File: src/design/sps_pkg.sv
// ----------------------------------------------------------------------------
// sps_pkg
// Shared types, codes and the sine table of the stepper phase sequencer.
// ----------------------------------------------------------------------------
`default_nettype none

package sps_pkg;

  localparam int SPS_SINE_ENTRIES = 32;
  localparam int SPS_SINE_IDX_W   = $clog2(SPS_SINE_ENTRIES);
  localparam int SPS_PHASE_W      = 7;
  localparam int SPS_LEVEL_W      = 16;
  localparam int SPS_POS_W        = 32;
  localparam int SPS_CFG_IDX_W    = 2;

  typedef enum logic [1:0] {
    MODE_FULL  = 2'd0,
    MODE_HALF  = 2'd1,
    MODE_MICRO = 2'd2,
    MODE_ALT   = 2'd3
  } sps_mode_t;

  localparam logic [SPS_CFG_IDX_W-1:0] REG_STEP_MODE  = 2'd0;
  localparam logic [SPS_CFG_IDX_W-1:0] REG_FULL_LEVEL = 2'd1;
  localparam logic [SPS_CFG_IDX_W-1:0] REG_HALF_LEVEL = 2'd2;

  localparam logic ACT_STEP = 1'b0;
  localparam logic ACT_LOAD = 1'b1;

  localparam logic DIR_CW  = 1'b0;
  localparam logic DIR_CCW = 1'b1;

  localparam logic [SPS_LEVEL_W-1:0] FULL_LEVEL_RST = 16'd40000;
  localparam logic [SPS_LEVEL_W-1:0] HALF_LEVEL_RST = 16'd28284;

  typedef struct packed {
    sps_mode_t              mode;
    logic [SPS_LEVEL_W-1:0] full_level;
    logic [SPS_LEVEL_W-1:0] half_level;
  } sps_cfg_t;

  typedef struct packed {
    logic [SPS_LEVEL_W-1:0] d;
    logic [SPS_LEVEL_W-1:0] c;
    logic [SPS_LEVEL_W-1:0] b;
    logic [SPS_LEVEL_W-1:0] a;
  } sps_coils_t;

  function automatic logic [SPS_LEVEL_W-1:0] sine_rom(input logic [SPS_SINE_IDX_W-1:0] idx);
    logic [SPS_LEVEL_W-1:0] v;
    unique case (idx)
      5'd0:  v = 16'd1608;
      5'd1:  v = 16'd4821;
      5'd2:  v = 16'd8022;
      5'd3:  v = 16'd11204;
      5'd4:  v = 16'd14359;
      5'd5:  v = 16'd17479;
      5'd6:  v = 16'd20557;
      5'd7:  v = 16'd23586;
      5'd8:  v = 16'd26557;
      5'd9:  v = 16'd29465;
      5'd10: v = 16'd32302;
      5'd11: v = 16'd35061;
      5'd12: v = 16'd37736;
      5'd13: v = 16'd40319;
      5'd14: v = 16'd42806;
      5'd15: v = 16'd45189;
      5'd16: v = 16'd47464;
      5'd17: v = 16'd49624;
      5'd18: v = 16'd51664;
      5'd19: v = 16'd53580;
      5'd20: v = 16'd55367;
      5'd21: v = 16'd57021;
      5'd22: v = 16'd58537;
      5'd23: v = 16'd59913;
      5'd24: v = 16'd61144;
      5'd25: v = 16'd62227;
      5'd26: v = 16'd63161;
      5'd27: v = 16'd63943;
      5'd28: v = 16'd64570;
      5'd29: v = 16'd65042;
      5'd30: v = 16'd65357;
      default: v = 16'd65515;
    endcase
    return v;
  endfunction

endpackage

`default_nettype wire

File: src/design/sps_cfg_regs.sv
// ----------------------------------------------------------------------------
// sps_cfg_regs
// Configuration register file: step mode and the two drive levels.
// ----------------------------------------------------------------------------
`default_nettype none

module sps_cfg_regs
  import sps_pkg::*;
(
  input  wire logic                     clk,
  input  wire logic                     rst_n,
  input  wire logic                     wr_en,
  input  wire logic [SPS_CFG_IDX_W-1:0] wr_index,
  input  wire logic [SPS_LEVEL_W-1:0]   wr_data,
  output sps_cfg_t                      cfg
);

  sps_cfg_t cfg_r;

  always_ff @(posedge clk) begin
    if (!rst_n) begin
      cfg_r.mode       <= MODE_MICRO;
      cfg_r.full_level <= FULL_LEVEL_RST;
      cfg_r.half_level <= HALF_LEVEL_RST;
    end else if (wr_en) begin
      unique case (wr_index)
        REG_STEP_MODE:  cfg_r.mode       <= sps_mode_t'(wr_data[1:0]);
        REG_FULL_LEVEL: cfg_r.full_level <= wr_data;
        REG_HALF_LEVEL: cfg_r.half_level <= wr_data;
        default: ;
      endcase
    end
  end

  assign cfg = cfg_r;

endmodule

`default_nettype wire

File: src/design/sps_coil_table.sv
// ----------------------------------------------------------------------------
// sps_coil_table
// Coil drive lookup and next phase for full, half and sine microstep modes.
// ----------------------------------------------------------------------------
`default_nettype none

module sps_coil_table
  import sps_pkg::*;
(
  input  sps_cfg_t                   cfg,
  input  wire logic [SPS_PHASE_W-1:0] phase,
  input  wire logic                   dir,
  output sps_coils_t                  coils,
  output logic      [SPS_PHASE_W-1:0] phase_nxt
);

  logic [2:0]                p;
  logic [1:0]                q;
  logic [SPS_SINE_IDX_W-1:0] idx;
  logic [SPS_LEVEL_W-1:0]    f;
  logic [SPS_LEVEL_W-1:0]    h;
  logic [SPS_LEVEL_W-1:0]    s;
  logic [SPS_LEVEL_W-1:0]    r;
  logic [SPS_LEVEL_W-1:0]    z;

  assign p   = phase[2:0];
  assign q   = phase[6:5];
  assign idx = phase[SPS_SINE_IDX_W-1:0];
  assign f   = cfg.full_level;
  assign h   = cfg.half_level;
  assign z   = '0;
  assign s   = sine_rom(idx);
  assign r   = sine_rom(~idx);

  always_comb begin
    coils     = '0;
    phase_nxt = '0;
    unique case (cfg.mode)
      MODE_FULL: begin
        unique case (p)
          3'd0: coils = '{d: f, c: z, b: f, a: z};
          3'd2: coils = '{d: z, c: f, b: f, a: z};
          3'd4: coils = '{d: z, c: f, b: z, a: f};
          3'd6: coils = '{d: f, c: z, b: z, a: f};
          default: coils = '0;
        endcase
        if (p[0]) begin
          phase_nxt = '0;
        end else if (dir == DIR_CCW) begin
          phase_nxt = {4'd0, p + 3'd2};
        end else begin
          phase_nxt = {4'd0, p - 3'd2};
        end
      end
      MODE_HALF: begin
        unique case (p)
          3'd0: coils = '{d: z, c: z, b: f, a: z};
          3'd1: coils = '{d: z, c: h, b: h, a: z};
          3'd2: coils = '{d: z, c: f, b: z, a: z};
          3'd3: coils = '{d: z, c: h, b: z, a: h};
          3'd4: coils = '{d: z, c: z, b: z, a: f};
          3'd5: coils = '{d: h, c: z, b: z, a: h};
          3'd6: coils = '{d: f, c: z, b: z, a: z};
          default: coils = '{d: h, c: z, b: h, a: z};
        endcase
        if (dir == DIR_CCW) begin
          phase_nxt = {4'd0, p + 3'd1};
        end else begin
          phase_nxt = {4'd0, p - 3'd1};
        end
      end
      default: begin
        if (dir == DIR_CW) begin
          unique case (q)
            2'd0: coils = '{d: s, c: z, b: r, a: z};
            2'd1: coils = '{d: r, c: z, b: z, a: s};
            2'd2: coils = '{d: z, c: s, b: z, a: r};
            default: coils = '{d: z, c: r, b: s, a: z};
          endcase
        end else begin
          unique case (q)
            2'd0: coils = '{d: z, c: s, b: r, a: z};
            2'd1: coils = '{d: z, c: r, b: z, a: s};
            2'd2: coils = '{d: s, c: z, b: z, a: r};
            default: coils = '{d: r, c: z, b: s, a: z};
          endcase
        end
        phase_nxt = phase + 7'd1;
      end
    endcase
  end

endmodule

`default_nettype wire

File: src/design/stepper_phase_sequencer.sv
// ----------------------------------------------------------------------------
// stepper_phase_sequencer
// Bipolar stepper coil sequencer with full, half and sine microstep modes
// and a signed position counter.
//
//   channel  dir  handshake            payload
//   in_      in   in_tvalid/in_tready  tuser: action; tdata: direction, position_value
//   out_     out  out_tvalid/out_tready tdata: coil_a..coil_d, position
//   cfg_     in   cfg_valid/cfg_ready  cfg_index, cfg_data
//
// One item a cycle while the output is not stalled: an input register and an
// output register with the table lookup and phase/position update between them.
// A load transfer updates the position and yields no output.
// rst_n clears phase, position, valid flags and sets register defaults.
// A stalled output holds a step command in the input register (a load still
// passes); the input side keeps moving while the output register drains.
// ----------------------------------------------------------------------------
`default_nettype none

module stepper_phase_sequencer
  import sps_pkg::*;
(
  input  wire logic                     clk,
  input  wire logic                     rst_n,
  input  wire logic                     in_tvalid,
  output logic                          in_tready,
  input  wire logic [39:0]              in_tdata,   // direction, position_value, zero pad
  input  wire logic                     in_tuser,   // action
  output logic                          out_tvalid,
  input  wire logic                     out_tready,
  output logic      [95:0]              out_tdata,  // coil_a, coil_b, coil_c, coil_d, position
  input  wire logic                     cfg_valid,
  output logic                          cfg_ready,
  input  wire logic [SPS_CFG_IDX_W-1:0] cfg_index,
  input  wire logic [SPS_LEVEL_W-1:0]   cfg_data
);

  sps_cfg_t cfg;

  logic                   s1_valid_r;
  logic                   s1_load_r;
  logic                   s1_dir_r;
  logic [SPS_POS_W-1:0]   s1_pos_r;

  logic [SPS_PHASE_W-1:0] phase_r;
  logic [SPS_PHASE_W-1:0] phase_nxt;
  logic [SPS_POS_W-1:0]   pos_r;
  logic [SPS_POS_W-1:0]   pos_nxt;

  logic                   out_valid_r;
  logic [95:0]            out_data_r;

  sps_coils_t             coils;
  logic                   s1_go;
  logic                   in_xfer;

  assign cfg_ready = 1'b1;

  sps_cfg_regs u_cfg (
    .clk      (clk),
    .rst_n    (rst_n),
    .wr_en    (cfg_valid),
    .wr_index (cfg_index),
    .wr_data  (cfg_data),
    .cfg      (cfg)
  );

  sps_coil_table u_table (
    .cfg       (cfg),
    .phase     (phase_r),
    .dir       (s1_dir_r),
    .coils     (coils),
    .phase_nxt (phase_nxt)
  );

  assign s1_go     = s1_valid_r && (s1_load_r || !out_valid_r || out_tready);
  assign in_tready = !s1_valid_r || s1_go;
  assign in_xfer   = in_tvalid && in_tready;
  assign pos_nxt   = (s1_dir_r == DIR_CCW) ? pos_r - 32'd1 : pos_r + 32'd1;

  always_ff @(posedge clk) begin
    if (!rst_n) begin
      s1_valid_r <= 1'b0;
    end else if (in_xfer) begin
      s1_valid_r <= 1'b1;
    end else if (s1_go) begin
      s1_valid_r <= 1'b0;
    end
  end

  always_ff @(posedge clk) begin
    if (in_xfer) begin
      s1_load_r <= in_tuser;
      s1_dir_r  <= in_tdata[0];
      s1_pos_r  <= in_tdata[32:1];
    end
  end

  always_ff @(posedge clk) begin
    if (!rst_n) begin
      phase_r     <= '0;
      pos_r       <= '0;
      out_valid_r <= 1'b0;
    end else begin
      if (out_tready) begin
        out_valid_r <= 1'b0;
      end
      if (s1_go) begin
        if (s1_load_r == ACT_LOAD) begin
          pos_r <= s1_pos_r;
        end else begin
          phase_r     <= phase_nxt;
          pos_r       <= pos_nxt;
          out_valid_r <= 1'b1;
        end
      end
    end
  end

  always_ff @(posedge clk) begin
    if (s1_go && s1_load_r == ACT_STEP) begin
      out_data_r <= {pos_nxt, coils.d, coils.c, coils.b, coils.a};
    end
  end

  assign out_tvalid = out_valid_r;
  assign out_tdata  = out_data_r;

endmodule

`default_nettype wire

File: config.mk
export PLATFORM = sky130hd
export DESIGN_NAME = stepper_phase_sequencer
export DESIGN_NICKNAME = d
export VERILOG_FILES = /design/src/design/sps_pkg.sv /design/src/design/sps_cfg_regs.sv /design/src/design/sps_coil_table.sv /design/src/design/stepper_phase_sequencer.sv
export SDC_FILE = /design/constraint.sdc
export NUM_CORES = 1
export LEC_CHECK = 0
export BUFFER_PORTS_ARGS = -buffer_cell sky130_fd_sc_hd__buf_2
export CORE_MARGIN = 2
export CORE_UTILIZATION = 45
export CTS_CLUSTER_SIZE = 12
export DETAILED_ROUTE_END_ITERATION = 6
export PLACE_DENSITY = 0.67
export SLEW_MARGIN = 40
export SYNTH_ARGS = -nofsm -noshare
export SYNTH_HDL_FRONTEND = slang
export SYNTH_SLANG_ARGS = --single-unit
export TNS_END_PERCENT = 1
File: constraint.sdc
create_clock -name clk -period 4 [get_ports clk]
set_input_delay 0.8 -clock clk [delete_from_list [all_inputs] [get_ports clk]]
set_output_delay 0.8 -clock clk [all_outputs]
set_load 0.01 [all_outputs]
==> impl_metrics.csv, run 1 <==
group,metric,value,unit
clocking,cts_tree,"done",
cells_and_area,post-route-util,53.1,%
pwr,p_comb_share,14.4,%
routing,avgRoutedWirePerCell,19.9,um
global_routing,grt_pass1_vias,10100,
yosys,ys_warn_count,0,
critical_path,cpLargestDelayFamily,"compound AO/OA/AOI/OAI gates",
floorplan,dieArea,28800,sq um
cells_and_area,syn2layout_area_growth,16.0,%
critical_path,worstPathMaxFanout,12,
yosys,seq_area_frac_synth,46.4,%
routing,via_count,10800,
placement,io_buffers,154,
clocking,cts_max_path_buffers,3,
critical_path,cp-end-kind,"flop",
worst_hold_path,hp-class,"input pin to flop",
global_routing,antenna_found_initial,2,
placement,dp_slack,702,ps
floorplan,initial_utilization,45.8,%
routing,first_pass_iters,7,
sta,slew_headroom,42.5,%
placement,dp.cells,1740,
routing,viasPerCell,6.03,
pwr,p_seq_share,46.6,%
floorplan,die_x,170,um
clocking,htree_levels,1,
yosys,ys_ff_latch,221,
sta,setup_viol,0,
pwr,switching_share,25.8,%
yosys,synthTopCellsByCount,"147 x nand2_1, 130 x edfxtp_1, 115 x a21oi_1",
sta,finalMaxSlewViolations,0,
sta,clock.fmax,296,MHz
run,drv_cap,0,
global_routing,grt_pass1_wl,55600,um
outcome,status,"finished, violations left",
pwr,internal_power,4.16,mW
critical_path,cp_slowest_cell,"edfxtp_1",
clocking,clk_pin_slew,60,ps
sta,tightest_slew,859,ps
sta,skew,20.1,ps
clocking,cts_resized,0,
clocking,cts_buffers,24,
placement,gp_congestion,0.946,
clocking,cts_setup_buffers,0,
critical_path,worst-path-buf-inv,0,
critical_path,critPathArrivalTime,3790,ps
sta,finalHoldViolCount,0,
yosys,synthTopCellsByArea,"edfxtp_1 32%, dfxtp_1 15%, ha_1 5.3%",
sta,layout_min_cycle_time,3380,ps
yosys,netlist_area,12300,sq um
global_routing,gr-total-overflow,0,
floorplan,ios,163,
sta,timing.final.crit_share,84.5,%
global_routing,grt_max_degree,61,
yosys,synth_area_per_cell,9.54,sq um
floorplan,coreArea,27000,sq um
sta,whs,450,ps
pwr,switchingPower,1.45,mW
clocking,worstSkewPairLatency,530,ps
yosys,async_flop_share,0,%
clocking,cts.sinks,221,
yosys,synth_cell_types,80,
sta,tns,0,ps
critical_path,start_kind,"flop",
pwr,power.share.clock,39.0,%
clocking,root_buffer,"clkbuf_16",
routing,drt-initial-drc-count,1259,
critical_path,required,4410,ps
routing,antenna_left,0,
pwr,power_density,391,nW/um^2
cells_and_area,drive_above_1_share,18.5,%
clocking,ctsHoldBuffers,0,
global_routing,grt_use_total,24.2,%
yosys,synth_area_leader_cell,"edfxtp_1",
cells_and_area,finalNetCount,1543,
floorplan,core.rowCount,60,
pwr,ir_worst_vdd,0.336,mV
routing,wirelength,35500,um
yosys,post-synth-top-count-cell,"nand2_1",
yosys,synth_edf_count,130,
critical_path,path_cells,"fa_1, a21o_1, a21o_1, a211oi_2, o211ai_2, a211oi_2, o31ai_1, xor2_1, o211a_1",
yosys,synth_top_area_share,31.6,%
yosys,synth_nets,1411,
routing,drc,29,
pwr,power.leakage,5.86,nW
yosys,synthFlopType,"edfxtp_1",
sta,fin_ws,621,ps
yosys,syn_inst,1294,
sta,rsz0062_at_grt,"false",
placement,dp_hpwl,25000,um
critical_path,slowest_delay,680,ps
floorplan,fp.dieH,170,um
outcome,violations,"DRC",
critical_path,critical_path_class,"flop to flop",
cells_and_area,finalNonFillerCells,1786,
## area by class of cell
class	count	area (sq um)
antenna	1	2.50
clock buffer	38	694
clock inverter	6	82.6
fill	2429	12600
inverter	66	255
multi-input combinational	914	6000
sequential	221	5730
tap	341	427
timing repair buffer	199	1130
## routing by layer
metal | share of wire (%) | vias to the layer above | global-route usage (%)
met3 | 8.7 | 80 | 4.66
met4 | 3.0 | 2 | 8.10
li1 | - | 5110 | -
met5 | 0.037 | - | 0
met2 | 45 | 518 | 37.9
met1 | 43 | 5057 | 33.7
## state kept, by name, summed over array words and instances (netlist names)
| name | flops |
|---|---|
| s1_pos_r | 32 |
| s1_load_r | 1 |
| out_tdata | 96 |
| out_tvalid | 1 |
| u_table.s | 16 |
| u_cfg.cfg | 34 |
| s1_valid_r | 1 |
| phase_r | 7 |
| pos_r | 32 |
| s1_dir_r | 1 |
## power groups by stage
stage / Clock (mW) / Sequential [mW] / Combinational, mW
2_1_floorplan: 0 / 2.66 / 0.527
3_3_place_gp: 0 / 2.66 / 0.782
4_1_cts: 2.23 / 2.61 / 0.798
6_report: 2.19 / 2.61 / 0.806
5_1_grt: 2.32 / 2.62 / 0.883
3_5_place_dp: 0 / 2.66 / 0.792
## placed cells by master (no fill, tap or decap), types with 16 or more instances in the layout
| cell | count |
|---|---|
| nand3_1 | 37 |
| edfxtp_1 | 130 |
| a22o_1 | 27 |
| a21o_1 | 23 |
| dfxtp_1 | 91 |
| inv_1 | 60 |
| a31oi_1 | 20 |
| nand2b_1 | 16 |
| buf_4 | 43 |
| buf_2 | 154 |
| a21oi_1 | 112 |
| mux2i_1 | 26 |
| nand2_1 | 147 |
| clkbuf_16 | 25 |
| a222oi_1 | 32 |
| ha_1 | 52 |
| xor2_1 | 20 |
| o21ai_0 | 85 |
| a22oi_1 | 34 |
| nor2_1 | 68 |
## logic make-up (layout without fill, tap and decap cells)
| kind of cell | Yosys count | in the layout | share of synthesized area (%) |
|---|---|---|---|
| XOR/XNOR | 35 | 35 | 2.48 |
| multiplexers | 32 | 32 | 3.20 |
| buffers and inverters | 159 | 309 | 5.22 |
| AND/OR/NAND/NOR | 355 | 355 | 13.3 |
| AO/OA/AOI/OAI | 438 | 438 | 23.9 |
| flip-flops | 221 | 221 | 46.4 |
| adder cells (fa/ha/maj) | 53 | 53 | 5.43 |
| other | 1 | 2 | 0.0304 |
## metrics by stage
stage | power [mW] | cell area (sq um)
CTS | 5.64 | 14300
global route | 5.83 | 14300
finish | 5.61 | 14300
detailed placement | 3.45 | 13500
global placement | 3.44 | 13500
floorplan | 3.18 | 12300
## final timing paths
path	start	endpoint	slack, ps	cells after the start
max reg2reg	s1_dir_r	pos_r[24]	620	9
max	s1_dir_r	pos_r[24]	620	9
min reg2reg	pos_r[22]	pos_r[22]	480	2
min	in_tdata[9]	s1_pos_r[8]	450	1
No activity file was read; power rests on OpenSTA's default activity.
==> run 2: changes to the inputs <==
--- a/config.mk
+++ b/config.mk
@@ -10,7 +10,6 @@
 export CORE_UTILIZATION = 45
 export CTS_CLUSTER_SIZE = 12
 export DETAILED_ROUTE_END_ITERATION = 6
-export PLACE_DENSITY = 0.67
 export SLEW_MARGIN = 40
 export SYNTH_ARGS = -nofsm -noshare
 export SYNTH_HDL_FRONTEND = slang
==> constraint.sdc (replaced) <==
create_clock -name clk -period 3.3 [get_ports clk]
set_input_delay 0.66 -clock clk [delete_from_list [all_inputs] [get_ports clk]]
set_output_delay 0.66 -clock clk [all_outputs]
set_load 0.01 [all_outputs]
==> impl_metrics.csv, run 2 (same netlist as run 1, synthesis figures left out) <==
group,metric,value,unit
floorplan,die_x,170,um
critical_path,worstPathMaxFanout,6,
routing,drt-initial-drc-count,1157,
routing,via_count,10700,
cells_and_area,syn2layout_area_growth,17.3,%
sta,timing.final.crit_share,96.0,%
global_routing,grt_use_total,25.3,%
critical_path,start_kind,"flop",
cells_and_area,layout_commonest_cell,"buf_2",
clocking,cts_setup_buffers,0,
floorplan,coreArea,27000,sq um
cells_and_area,mostFrequentLayoutCells,"154 x buf_2, 147 x nand2_1, 130 x edfxtp_1",
cells_and_area,seq_area,5730,sq um
critical_path,crit_start,"s1_dir_r",
pwr,power.leakage,5.96,nW
routing,wirelength,37400,um
global_routing,grt_pass1_vias,10100,
sta,layout_min_cycle_time,3170,ps
floorplan,core.rowCount,60,
clocking,cts_max_path_buffers,3,
cells_and_area,finalNonFillerCells,1803,
outcome,status,"finished, violations left",
critical_path,cp-end-kind,"flop",
floorplan,fp.dieH,170,um
routing,avgRoutedWirePerCell,20.7,um
sta,finalMaxSlewViolations,0,
cells_and_area,antennaDiodeCount,0,
cells_and_area,largest_register_ffs,96,
cells_and_area,finalNetCount,1561,
outcome,violations,"DRC",
critical_path,required,3730,ps
floorplan,ios,163,
sta,clock.fmax,316,MHz
sta,setup_viol,0,
cells_and_area,nFillCells,2483,
global_routing,grt_pass1_wl,57300,um
placement,io_buffers,154,
placement,dp_hpwl,26100,um
clocking,cts_tree,"done",
clocking,ctsHoldBuffers,0,
sta,finalHoldViolCount,0,
pwr,power_density,478,nW/um^2
sta,tns,0,ps
clocking,htree_levels,1,
routing,first_pass_iters,7,
sta,skew,20.1,ps
floorplan,dieArea,28800,sq um
critical_path,critical_path_class,"flop to flop",
routing,drc,1,
critical_path,cp_slowest_cell,"edfxtp_1",
run,drv_cap,0,
critical_path,path_cells,"fa_1, a21o_1, a21o_1, a211oi_2, o211ai_2, a211oi_2, o31ai_1, xor2_1, o211a_1",
global_routing,antenna_found_initial,1,
placement,gp_congestion,0.945,
critical_path,cpLargestDelayFamily,"compound AO/OA/AOI/OAI gates",
clocking,cts_buffers,25,
routing,antenna_left,0,
pwr,ir_worst_vdd,0.401,mV
routing,viasPerCell,5.96,
global_routing,grt_max_degree,77,
sta,tightest_slew,898,ps
clocking,root_buffer,"clkbuf_16",
worst_hold_path,holdCritStartpoint,"in_tdata[1]",
clocking,worstSkewPairLatency,550,ps
clocking,cts_resized,0,
floorplan,initial_utilization,45.8,%
critical_path,worst-path-buf-inv,0,
cells_and_area,multi_input_area,6020,sq um
critical_path,r2r-start,"s1_dir_r",
sta,slew_headroom,40.0,%
cells_and_area,drive_above_1_share,19.8,%
global_routing,gr-total-overflow,0,
clocking,clk_pin_slew,60,ps
critical_path,slowest_delay,540,ps
critical_path,critPathArrivalTime,3600,ps
worst_hold_path,hp-class,"input pin to flop",
placement,dp.cells,1758,
clocking,cts.sinks,221,
-- run 2: path summary, 6_finish.rpt --
check / end / slack [ps] / depth (start not counted)
worst max-delay path: pos_r[24] / 130 / 9
worst min-delay path: s1_pos_r[0] / 280 / 1
worst max register to register: pos_r[24] / 130 / 9
worst min register to register: pos_r[20] / 480 / 2
-- run 2: report_power, final --
part	switching (mW)	leakage [nW]	internal (mW)
Clock	1.12	0.395	1.63
Combinational	0.620	3.61	0.376
Sequential	0.0888	1.96	3.08
Total	1.83	5.96	5.09
-- run 2: layer usage --
metal  wire, um  up-vias  track usage (%)
li1           -     5127                -
met1      17500     5087             37.7
met2      15700      467             37.4
met3       3260       60             4.87
met4        925        2             7.47
met5         13        -                0
-- run 2: area by class of cell --
cell class	instances	share of cell area [%]
Tap cell	341	2.95
Timing Repair Buffer	216	8.65
Inverter	66	1.76
Clock buffer	38	4.86
Sequential cell	221	39.5
Multi-Input combinational cell	914	41.5
Clock inverter	7	0.691
-- run 2: metrics by stage --
stage	worst slack (ps)	util [%]	hold slack [ps]	instance area, sq um	total power, mW
finish	131	53.7	284	14500	6.92
global route	-9.90	53.7	264	14500	7.20
detailed placement	175	50.7	471	13700	4.21
floorplan	10.2	-	450	12400	3.86
global placement	197	50.6	464	13600	4.20
CTS	152	53.7	267	14500	6.96
